File: config.mk
export PLATFORM = sky130hd
export DESIGN_NAME = double_ended_queue_with_remove
export DESIGN_NICKNAME = d
export VERILOG_FILES = /design/src/rtl/core/dqr_pkg.sv /design/src/rtl/core/dqr_mem.sv /design/src/rtl/core/dqr_ring_addr.sv /design/src/rtl/core/dqr_seq.sv /design/src/rtl/core/double_ended_queue_with_remove.sv
export SDC_FILE = /design/constraint.sdc
export NUM_CORES = 1
export LEC_CHECK = 0
export ABC_AREA = 1
export BUFFER_PORTS_ARGS = -buffer_cell sky130_fd_sc_hd__buf_2
export CORE_UTILIZATION = 25
export CTS_CLUSTER_DIAMETER = 200
export DETAILED_ROUTE_END_ITERATION = 6
export SYNTH_ARGS = -nofsm -noshare
export SYNTH_HDL_FRONTEND = slang
export SYNTH_SLANG_ARGS = --single-unit
export TNS_END_PERCENT = 50
File: constraint.sdc
create_clock -name clk_i -period 7.4 [get_ports clk_i]
set_input_delay 2.22 -clock clk_i [delete_from_list [all_inputs] [get_ports clk_i]]
set_output_delay 2.22 -clock clk_i [all_outputs]
set_load 0.05 [all_outputs]
File: src/rtl/core/dqr_pkg.sv
// Shared types and constants for the double-ended queue with remove.
`default_nettype none

package dqr_pkg;

  localparam int unsigned ACTION_W = 3;
  localparam int unsigned VALUE_W  = 32;
  localparam int unsigned STATUS_W = 2;
  localparam int unsigned FILL_W   = 5;

  typedef enum logic [ACTION_W-1:0] {
    ACT_PUSH_BACK  = 3'd0,
    ACT_PUSH_FRONT = 3'd1,
    ACT_POP_BACK   = 3'd2,
    ACT_POP_FRONT  = 3'd3,
    ACT_REMOVE     = 3'd4,
    ACT_CLEAR      = 3'd5
  } action_e;

  typedef enum logic [STATUS_W-1:0] {
    STATUS_OK        = 2'd0,
    STATUS_EMPTY     = 2'd1,
    STATUS_FULL      = 2'd2,
    STATUS_NOT_FOUND = 2'd3
  } status_e;

  typedef enum logic [2:0] {
    S_IDLE,
    S_EXEC,
    S_POP_WAIT,
    S_SRCH_RD,
    S_SRCH_CMP,
    S_SHIFT_RD,
    S_SHIFT_WR
  } state_e;

endpackage

`default_nettype wire

File: src/rtl/core/dqr_mem.sv
// Single-write, single-read entry store with registered read data.
`default_nettype none

module dqr_mem #(
  parameter int unsigned DEPTH = 16,
  parameter int unsigned WIDTH = 32,
  localparam int unsigned IW   = $clog2(DEPTH)
) (
  input  wire logic             clk_i,
  input  wire logic             we_i,
  input  wire logic [IW-1:0]    wr_addr_i,
  input  wire logic [WIDTH-1:0] wr_data_i,
  input  wire logic [IW-1:0]    rd_addr_i,
  output logic      [WIDTH-1:0] rd_data_o
);

  logic [WIDTH-1:0] entry_mem [DEPTH];
  logic [WIDTH-1:0] rd_data_q;

  always_ff @(posedge clk_i) begin
    if (we_i) begin
      entry_mem[wr_addr_i] <= wr_data_i;
    end
  end

  always_ff @(posedge clk_i) begin
    rd_data_q <= entry_mem[rd_addr_i];
  end

  assign rd_data_o = rd_data_q;

endmodule

`default_nettype wire

File: src/rtl/core/dqr_ring_addr.sv
// Shared ring adder: maps a queue position to its store slot.
`default_nettype none

module dqr_ring_addr #(
  parameter int unsigned DEPTH = 16,
  localparam int unsigned IW   = $clog2(DEPTH)
) (
  input  wire logic [IW-1:0] front_i,
  input  wire logic [IW-1:0] pos_i,
  output logic      [IW-1:0] slot_o
);

  localparam logic [IW:0] DepthC = (IW+1)'(DEPTH);

  logic [IW:0] sum;

  always_comb begin
    sum = {1'b0, front_i} + {1'b0, pos_i};
    if (sum >= DepthC) begin
      sum = sum - DepthC;
    end
    slot_o = sum[IW-1:0];
  end

endmodule

`default_nettype wire

File: src/rtl/core/dqr_seq.sv
// Sequencer: ring pointers, action state machine and result registers.
`default_nettype none

module dqr_seq #(
  parameter int unsigned DEPTH       = 16,
  parameter int unsigned VALUE_WIDTH = 32,
  localparam int unsigned IW         = $clog2(DEPTH),
  localparam int unsigned CW         = $clog2(DEPTH + 1)
) (
  input  wire logic                                 clk_i,
  input  wire logic                                 rst_ni,
  input  wire logic                                 start,
  output logic                                      busy,
  input  wire logic [dqr_pkg::ACTION_W-1:0]         action_i,
  input  wire logic [dqr_pkg::VALUE_W-1:0]          value_i,
  output logic                                      done_o,
  output logic      [dqr_pkg::VALUE_W-1:0]          result_value_o,
  output logic      [dqr_pkg::STATUS_W-1:0]         status_o,
  output logic      [dqr_pkg::FILL_W-1:0]           fill_count_o,
  output logic                                      is_empty_o,
  output logic                                      mem_we_o,
  output logic      [IW-1:0]                        mem_addr_o,
  output logic      [VALUE_WIDTH-1:0]               mem_wdata_o,
  input  wire logic [VALUE_WIDTH-1:0]               mem_rdata_i
);

  localparam logic [CW-1:0] DepthC = CW'(DEPTH);

  dqr_pkg::state_e  state_q, state_d;
  dqr_pkg::action_e act_q, act_d;
  logic [VALUE_WIDTH-1:0] word_q, word_d;
  logic [IW-1:0]          front_q, front_d;
  logic [CW-1:0]          count_q, count_d;
  logic [IW-1:0]          p_q, p_d;

  logic                       done_q, done_d;
  logic [VALUE_WIDTH-1:0]     res_q, res_d;
  dqr_pkg::status_e           status_q, status_d;
  logic [dqr_pkg::FILL_W-1:0] fill_q, fill_d;
  logic                       empty_q, empty_d;

  logic [IW-1:0] pos;
  logic [IW-1:0] slot;
  logic [CW-1:0] p_inc;
  logic          finish;

  dqr_ring_addr #(
    .DEPTH (DEPTH)
  ) u_ring_addr (
    .front_i (front_q),
    .pos_i   (pos),
    .slot_o  (slot)
  );

  assign p_inc = CW'(p_q) + CW'(1);

  always_comb begin
    state_d     = state_q;
    act_d       = act_q;
    word_d      = word_q;
    front_d     = front_q;
    count_d     = count_q;
    p_d         = p_q;
    pos         = '0;
    mem_we_o    = 1'b0;
    mem_wdata_o = word_q;
    finish      = 1'b0;
    res_d       = '0;
    status_d    = dqr_pkg::STATUS_OK;

    case (state_q)
      dqr_pkg::S_IDLE: begin
        if (start) begin
          act_d   = dqr_pkg::action_e'(action_i);
          word_d  = VALUE_WIDTH'(value_i);
          state_d = dqr_pkg::S_EXEC;
        end
      end
      dqr_pkg::S_EXEC: begin
        case (act_q)
          dqr_pkg::ACT_PUSH_BACK: begin
            if (count_q == DepthC) begin
              status_d = dqr_pkg::STATUS_FULL;
            end else begin
              pos      = IW'(count_q);
              mem_we_o = 1'b1;
              count_d  = count_q + CW'(1);
            end
            finish = 1'b1;
          end
          dqr_pkg::ACT_PUSH_FRONT: begin
            if (count_q == DepthC) begin
              status_d = dqr_pkg::STATUS_FULL;
            end else begin
              pos      = IW'(DEPTH - 1);
              mem_we_o = 1'b1;
              front_d  = slot;
              count_d  = count_q + CW'(1);
            end
            finish = 1'b1;
          end
          dqr_pkg::ACT_POP_BACK: begin
            if (count_q == '0) begin
              status_d = dqr_pkg::STATUS_EMPTY;
              finish   = 1'b1;
            end else begin
              pos     = IW'(count_q - CW'(1));
              state_d = dqr_pkg::S_POP_WAIT;
            end
          end
          dqr_pkg::ACT_POP_FRONT: begin
            if (count_q == '0) begin
              status_d = dqr_pkg::STATUS_EMPTY;
              finish   = 1'b1;
            end else begin
              pos     = '0;
              state_d = dqr_pkg::S_POP_WAIT;
            end
          end
          dqr_pkg::ACT_REMOVE: begin
            if (count_q == '0) begin
              status_d = dqr_pkg::STATUS_EMPTY;
              finish   = 1'b1;
            end else begin
              p_d     = IW'(count_q - CW'(1));
              state_d = dqr_pkg::S_SRCH_RD;
            end
          end
          dqr_pkg::ACT_CLEAR: begin
            count_d = '0;
            front_d = '0;
            finish  = 1'b1;
          end
          default: begin
            finish = 1'b1;
          end
        endcase
      end
      dqr_pkg::S_POP_WAIT: begin
        res_d   = mem_rdata_i;
        count_d = count_q - CW'(1);
        if (act_q == dqr_pkg::ACT_POP_FRONT) begin
          pos     = IW'(1);
          front_d = slot;
        end
        finish = 1'b1;
      end
      dqr_pkg::S_SRCH_RD: begin
        pos     = p_q;
        state_d = dqr_pkg::S_SRCH_CMP;
      end
      dqr_pkg::S_SRCH_CMP: begin
        if (mem_rdata_i == word_q) begin
          state_d = dqr_pkg::S_SHIFT_RD;
        end else if (p_q == '0) begin
          status_d = dqr_pkg::STATUS_NOT_FOUND;
          finish   = 1'b1;
        end else begin
          p_d     = p_q - IW'(1);
          state_d = dqr_pkg::S_SRCH_RD;
        end
      end
      dqr_pkg::S_SHIFT_RD: begin
        if (p_inc < count_q) begin
          pos     = IW'(p_inc);
          state_d = dqr_pkg::S_SHIFT_WR;
        end else begin
          count_d = count_q - CW'(1);
          res_d   = word_q;
          finish  = 1'b1;
        end
      end
      dqr_pkg::S_SHIFT_WR: begin
        pos         = p_q;
        mem_we_o    = 1'b1;
        mem_wdata_o = mem_rdata_i;
        p_d         = IW'(p_inc);
        state_d     = dqr_pkg::S_SHIFT_RD;
      end
      default: begin
        state_d = dqr_pkg::S_IDLE;
      end
    endcase

    if (finish) begin
      state_d = dqr_pkg::S_IDLE;
    end
    done_d  = finish;
    fill_d  = dqr_pkg::FILL_W'(count_d);
    empty_d = (count_d == '0);
  end

  assign mem_addr_o = slot;

  always_ff @(posedge clk_i or negedge rst_ni) begin
    if (!rst_ni) begin
      state_q <= dqr_pkg::S_IDLE;
      front_q <= '0;
      count_q <= '0;
      p_q     <= '0;
      done_q  <= 1'b0;
    end else begin
      state_q <= state_d;
      front_q <= front_d;
      count_q <= count_d;
      p_q     <= p_d;
      done_q  <= done_d;
    end
  end

  always_ff @(posedge clk_i) begin
    act_q  <= act_d;
    word_q <= word_d;
    if (finish) begin
      res_q    <= res_d;
      status_q <= status_d;
      fill_q   <= fill_d;
      empty_q  <= empty_d;
    end
  end

  assign busy           = (state_q != dqr_pkg::S_IDLE);
  assign done_o         = done_q;
  assign result_value_o = dqr_pkg::VALUE_W'(res_q);
  assign status_o       = status_q;
  assign fill_count_o   = fill_q;
  assign is_empty_o     = empty_q;

endmodule

`default_nettype wire

File: src/rtl/core/double_ended_queue_with_remove.sv
// Top level of the bounded double-ended queue with remove by value.
//
// Channel   Direction  Handshake                 Payload
// request   in         start high, busy low      action_i, value_i
// result    out        done_o strobe, one cycle  result_value_o, status_o,
//                                                fill_count_o, is_empty_o
//
// Push, clear, unknown actions and any pop or remove on an empty queue end in S_EXEC.
// Other pops go on to S_POP_WAIT, set by the registered RAM read.
// Remove compares entries from the back toward the front; on a match it shifts each
// later entry forward one place. Reads and writes take separate states, set by the
// single RAM port and shared ring adder; a request is taken while done_o is high.
// Reset clears the pointers and the count, not the store; the receiver cannot stall.
`default_nettype none

module double_ended_queue_with_remove #(
  parameter int unsigned DEPTH       = 16,
  parameter int unsigned VALUE_WIDTH = 32
) (
  input  wire logic                         clk_i,
  input  wire logic                         rst_ni,
  input  wire logic                         start,
  output logic                              busy,
  input  wire logic [dqr_pkg::ACTION_W-1:0] action_i,
  input  wire logic [dqr_pkg::VALUE_W-1:0]  value_i,
  output logic                              done_o,
  output logic      [dqr_pkg::VALUE_W-1:0]  result_value_o,
  output logic      [dqr_pkg::STATUS_W-1:0] status_o,
  output logic      [dqr_pkg::FILL_W-1:0]   fill_count_o,
  output logic                              is_empty_o
);

  localparam int unsigned IW = $clog2(DEPTH);

  logic                   mem_we;
  logic [IW-1:0]          mem_addr;
  logic [VALUE_WIDTH-1:0] mem_wdata;
  logic [VALUE_WIDTH-1:0] mem_rdata;

  dqr_seq #(
    .DEPTH       (DEPTH),
    .VALUE_WIDTH (VALUE_WIDTH)
  ) u_seq (
    .clk_i          (clk_i),
    .rst_ni         (rst_ni),
    .start          (start),
    .busy           (busy),
    .action_i       (action_i),
    .value_i        (value_i),
    .done_o         (done_o),
    .result_value_o (result_value_o),
    .status_o       (status_o),
    .fill_count_o   (fill_count_o),
    .is_empty_o     (is_empty_o),
    .mem_we_o       (mem_we),
    .mem_addr_o     (mem_addr),
    .mem_wdata_o    (mem_wdata),
    .mem_rdata_i    (mem_rdata)
  );

  dqr_mem #(
    .DEPTH (DEPTH),
    .WIDTH (VALUE_WIDTH)
  ) u_mem (
    .clk_i     (clk_i),
    .we_i      (mem_we),
    .wr_addr_i (mem_addr),
    .wr_data_i (mem_wdata),
    .rd_addr_i (mem_addr),
    .rd_data_o (mem_rdata)
  );

endmodule

`default_nettype wire

==> impl_metrics.toml <==
[synth]
synth_xor_xnor_area_share_pct = 0.972
synth_compound_area_share_pct = 9.47
syn_area_mm2 = 0.0252
synth-seq-cells = 636
synthFlopType = "edfxtp_1"
synth.area.mux_share_pct = 0
synthSimpleGateAreaFrac_pct = 11.6
synth_top_family_by_area = "simple AND/OR/NAND/NOR gates"
synth_fp_nets = 1987
synth_fa_ha_area_share_pct = 0.774
synthDistinctLibCells = 40
ys_async_sr_fraction_pct = 2.67
syn-mean-instance-area_um2 = 13.0
synth-edff-count = 587
ys_warn_count = 0
ys_seq_area_share_pct = 74.1
synthCells = 1934

[cts]
htreeDepth = 3
clock_sinks = 636
cts_hold_buffers = 0
root_buffer = "clkbuf_16"
clk_transition_reported_paths_ns = 0.05
clock_latency_ns = 0.61
cts_tree = "built"
postCtsSetupRepairBufs = 0
cts_buffer_depth = 3
numCtsBuffers = 68
post_cts_resize_count = 0

[critical_path]
critical_path.most_common_cell = "nand2_1"
crit_type = "reg -> reg"
arrival_ns = 5.59
slowest_stage = "nor2_4"
cp.required_ns = 7.61
startpoint_type = "flip-flop"
cp_cell_sequence = "ha_1 > xor2_1 > ha_1 > nand2_1 > nand2_1 > nand2_1 > nand4_2 > inv_1 > nand2_1 > o211ai_1 > ha_1 > inv_1 > nand2_1 > a21oi_1 > or2_2 > nand2_1 > inv_1 > nand3_2 > buf_4 > nand3_1 > nor2_4"
max_stage_delay_ns = 1.12
cp-end-kind = "flip-flop"
path_max_fanout = 32

[timing]
max_slew_margin_pct = 11.2
tightest_slew_ns = 1.33
fin_hold_ws_ns = 0.482
period_share_pct = 72.8
setup_viol = 0
skew_ns = 0.0179
rsz0062_at_grt = "no"
finalCriticalPeriod_ns = 5.39
slew_violations = 0
finalHoldViolCount = 0
tns_ns = 0
fmax_ghz = 0.186

[placed_design]
numPortBuffers = 79
dpl.hpwl_mm = 40.6
routabilityCongestion = 0.881

[routing]
ant_nets = 0
dr.first_iter.drc_count = 1778
totalWireLength_mm = 66.8
dr.pass1.iters = 5
post_drt_via_cell_ratio = 4.73
vias = 16000
drc_errors = 0
routedWlPerCell_um = 19.7

[global_routing]
first_global_vias = 15200
grt.met2_usage_pct = 19.5
grt_use_total_pct = 12.9
grtUsageMet3_pct = 2.03
grt_max_degree = 117
grt_use_met1_pct = 18.7
grt_overflow = 0
grt_pass1_wl_mm = 100
busiest_layer = "met2"
antenna_found_initial = 1

[floorplan]
die_w_um = 320
die_h_um = 320
initial_utilization_pct = 25.2
placementRows = 116
pin_count = 80
die_area_mm2 = 0.102
coreArea_mm2 = 0.100

[final_layout]
area_growth_pct = 17.1
diodes = 0
nNetsFinal = 2085
most-common-layout-cells = "edfxtp_1 (587), nand2_1 (480), a22oi_1 (133), o21ai_0 (88), nand3_1 (87)"
drive_gt1_share_pct = 12.8
layout_commonest_cell = "edfxtp_1"

[pwr]
power_mw = 13.1
vdd_drop_max_mv = 0.455
p_leak_nw = 10.2
cellPowerDensity_mw_per_mm2 = 444

[run]
maxCapViolations = 0

[status]
status = "completed"

[min_path]
hold_class = "reg -> reg"
-- Yosys cell counts, types with 8 or more instances --
cell	instances	area, um^2
a21o_1	19	143
a21oi_1	75	375
a221oi_1	28	245
a22oi_1	133	998
and3_1	8	50.1
buf_1	10	37.5
buf_2	21	105
clkbuf_1	59	221
dfrtp_1	17	425
dfxtp_1	32	641
edfxtp_1	587	17600
ha_1	14	175
inv_1	82	308
nand2_1	481	1810
nand3_1	87	435
nand4_1	36	225
nor2_1	59	221
o21ai_0	96	480
o22ai_1	10	62.6
or2_1	8	50.1
xnor2_1	24	210
-- state kept, by name (all words and copies together), names as in the netlist --
signal / count
u_seq.is_empty_o: 1
u_seq.count_q: 5
u_seq.done_o: 1
u_seq.fill_count_o: 5
u_seq.front_q: 4
u_seq.word_q: 32
u_seq.act_q: 3
u_seq.result_value_o: 32
u_mem.rd_data_o: 32
u_seq.state_q: 3
u_seq.status_o: 2
u_seq.p_q: 4
u_mem.entry_mem: 512
-- metrics by stage --
stage,area [um^2],std cells,util (%),setup slack (ns)
after detailed placement,27400,3260,27.4,2.04
after global routing,29500,3386,29.5,1.66
final,29500,3386,29.5,2.01
after floorplan,25200,1934,-,2.39
after global placement,27400,3260,27.4,2.12
after CTS,29500,3386,29.5,2.02
-- critical path: cells and delay by family (launching register included) --
kind                       cells  cell delay, ns
DFF                            1            0.45
and+or+nand+nor               11            2.60
adders and majority gates      3            0.76
xor gates and xnor gates       1            0.27
buffers and inverters          4            0.66
AOI/OAI and AO/OA              2            0.22
-- cell type report --
| class | instances | area (um^2) |
|---|---|---|
| Sequential cell | 636 | 18700 |
| Fill cell | 9918 | 70500 |
| Clock buffer | 94 | 1850 |
| Inverter | 89 | 337 |
| Tap cell | 1298 | 1620 |
| Multi-Input combinational cell | 1112 | 5940 |
| Clock inverter | 32 | 313 |
| Timing Repair Buffer | 125 | 766 |
-- cell families (layout without fill, tap and decap cells) --
| logic type | after synthesis | in the layout |
|---|---|---|
| AO/OA/AOI/OAI | 372 | 372 |
| adder cells (fa/ha/maj) | 15 | 15 |
| flip-flops | 636 | 636 |
| XOR/XNOR | 28 | 28 |
| buffers and inverters | 186 | 340 |
| AND/OR/NAND/NOR | 697 | 697 |
-- worst paths after layout --
| kind | startpoint | endpoint | slack (ns) | cells past startpoint |
|---|---|---|---|---|
| worst max-delay path | u_seq.p_q[0] | u_mem.entry_mem[7][28] | 2.01 | 21 |
| worst min-delay path | u_seq.front_q[3] | u_seq.front_q[3] | 0.48 | 2 |
| worst max register to register | u_seq.p_q[0] | u_mem.entry_mem[7][28] | 2.01 | 21 |
| worst min register to register | u_seq.front_q[3] | u_seq.front_q[3] | 0.48 | 2 |
| max in group asynchronous | rst_ni | u_seq.p_q[1] | 5.52 | 1 |
| min in group asynchronous | rst_ni | u_seq.state_q[1] | 1.55 | 1 |
-- metal layers --
layer	vias up	wire length, um
met5	-	0
met3	89	5470
li1	7267	-
met2	683	29700
met4	0	1490
met1	7984	30100
-- where the power goes --
part	leakage [nW]	switching [mW]	internal (mW)	total [mW]
combinational	3.34	3.67	1.35	5.02
clock	1.06	1.42	1.88	3.30
sequential	5.81	0.243	4.56	4.80
total	10.2	5.33	7.79	13.1
(Power assumes the default switching activity.)
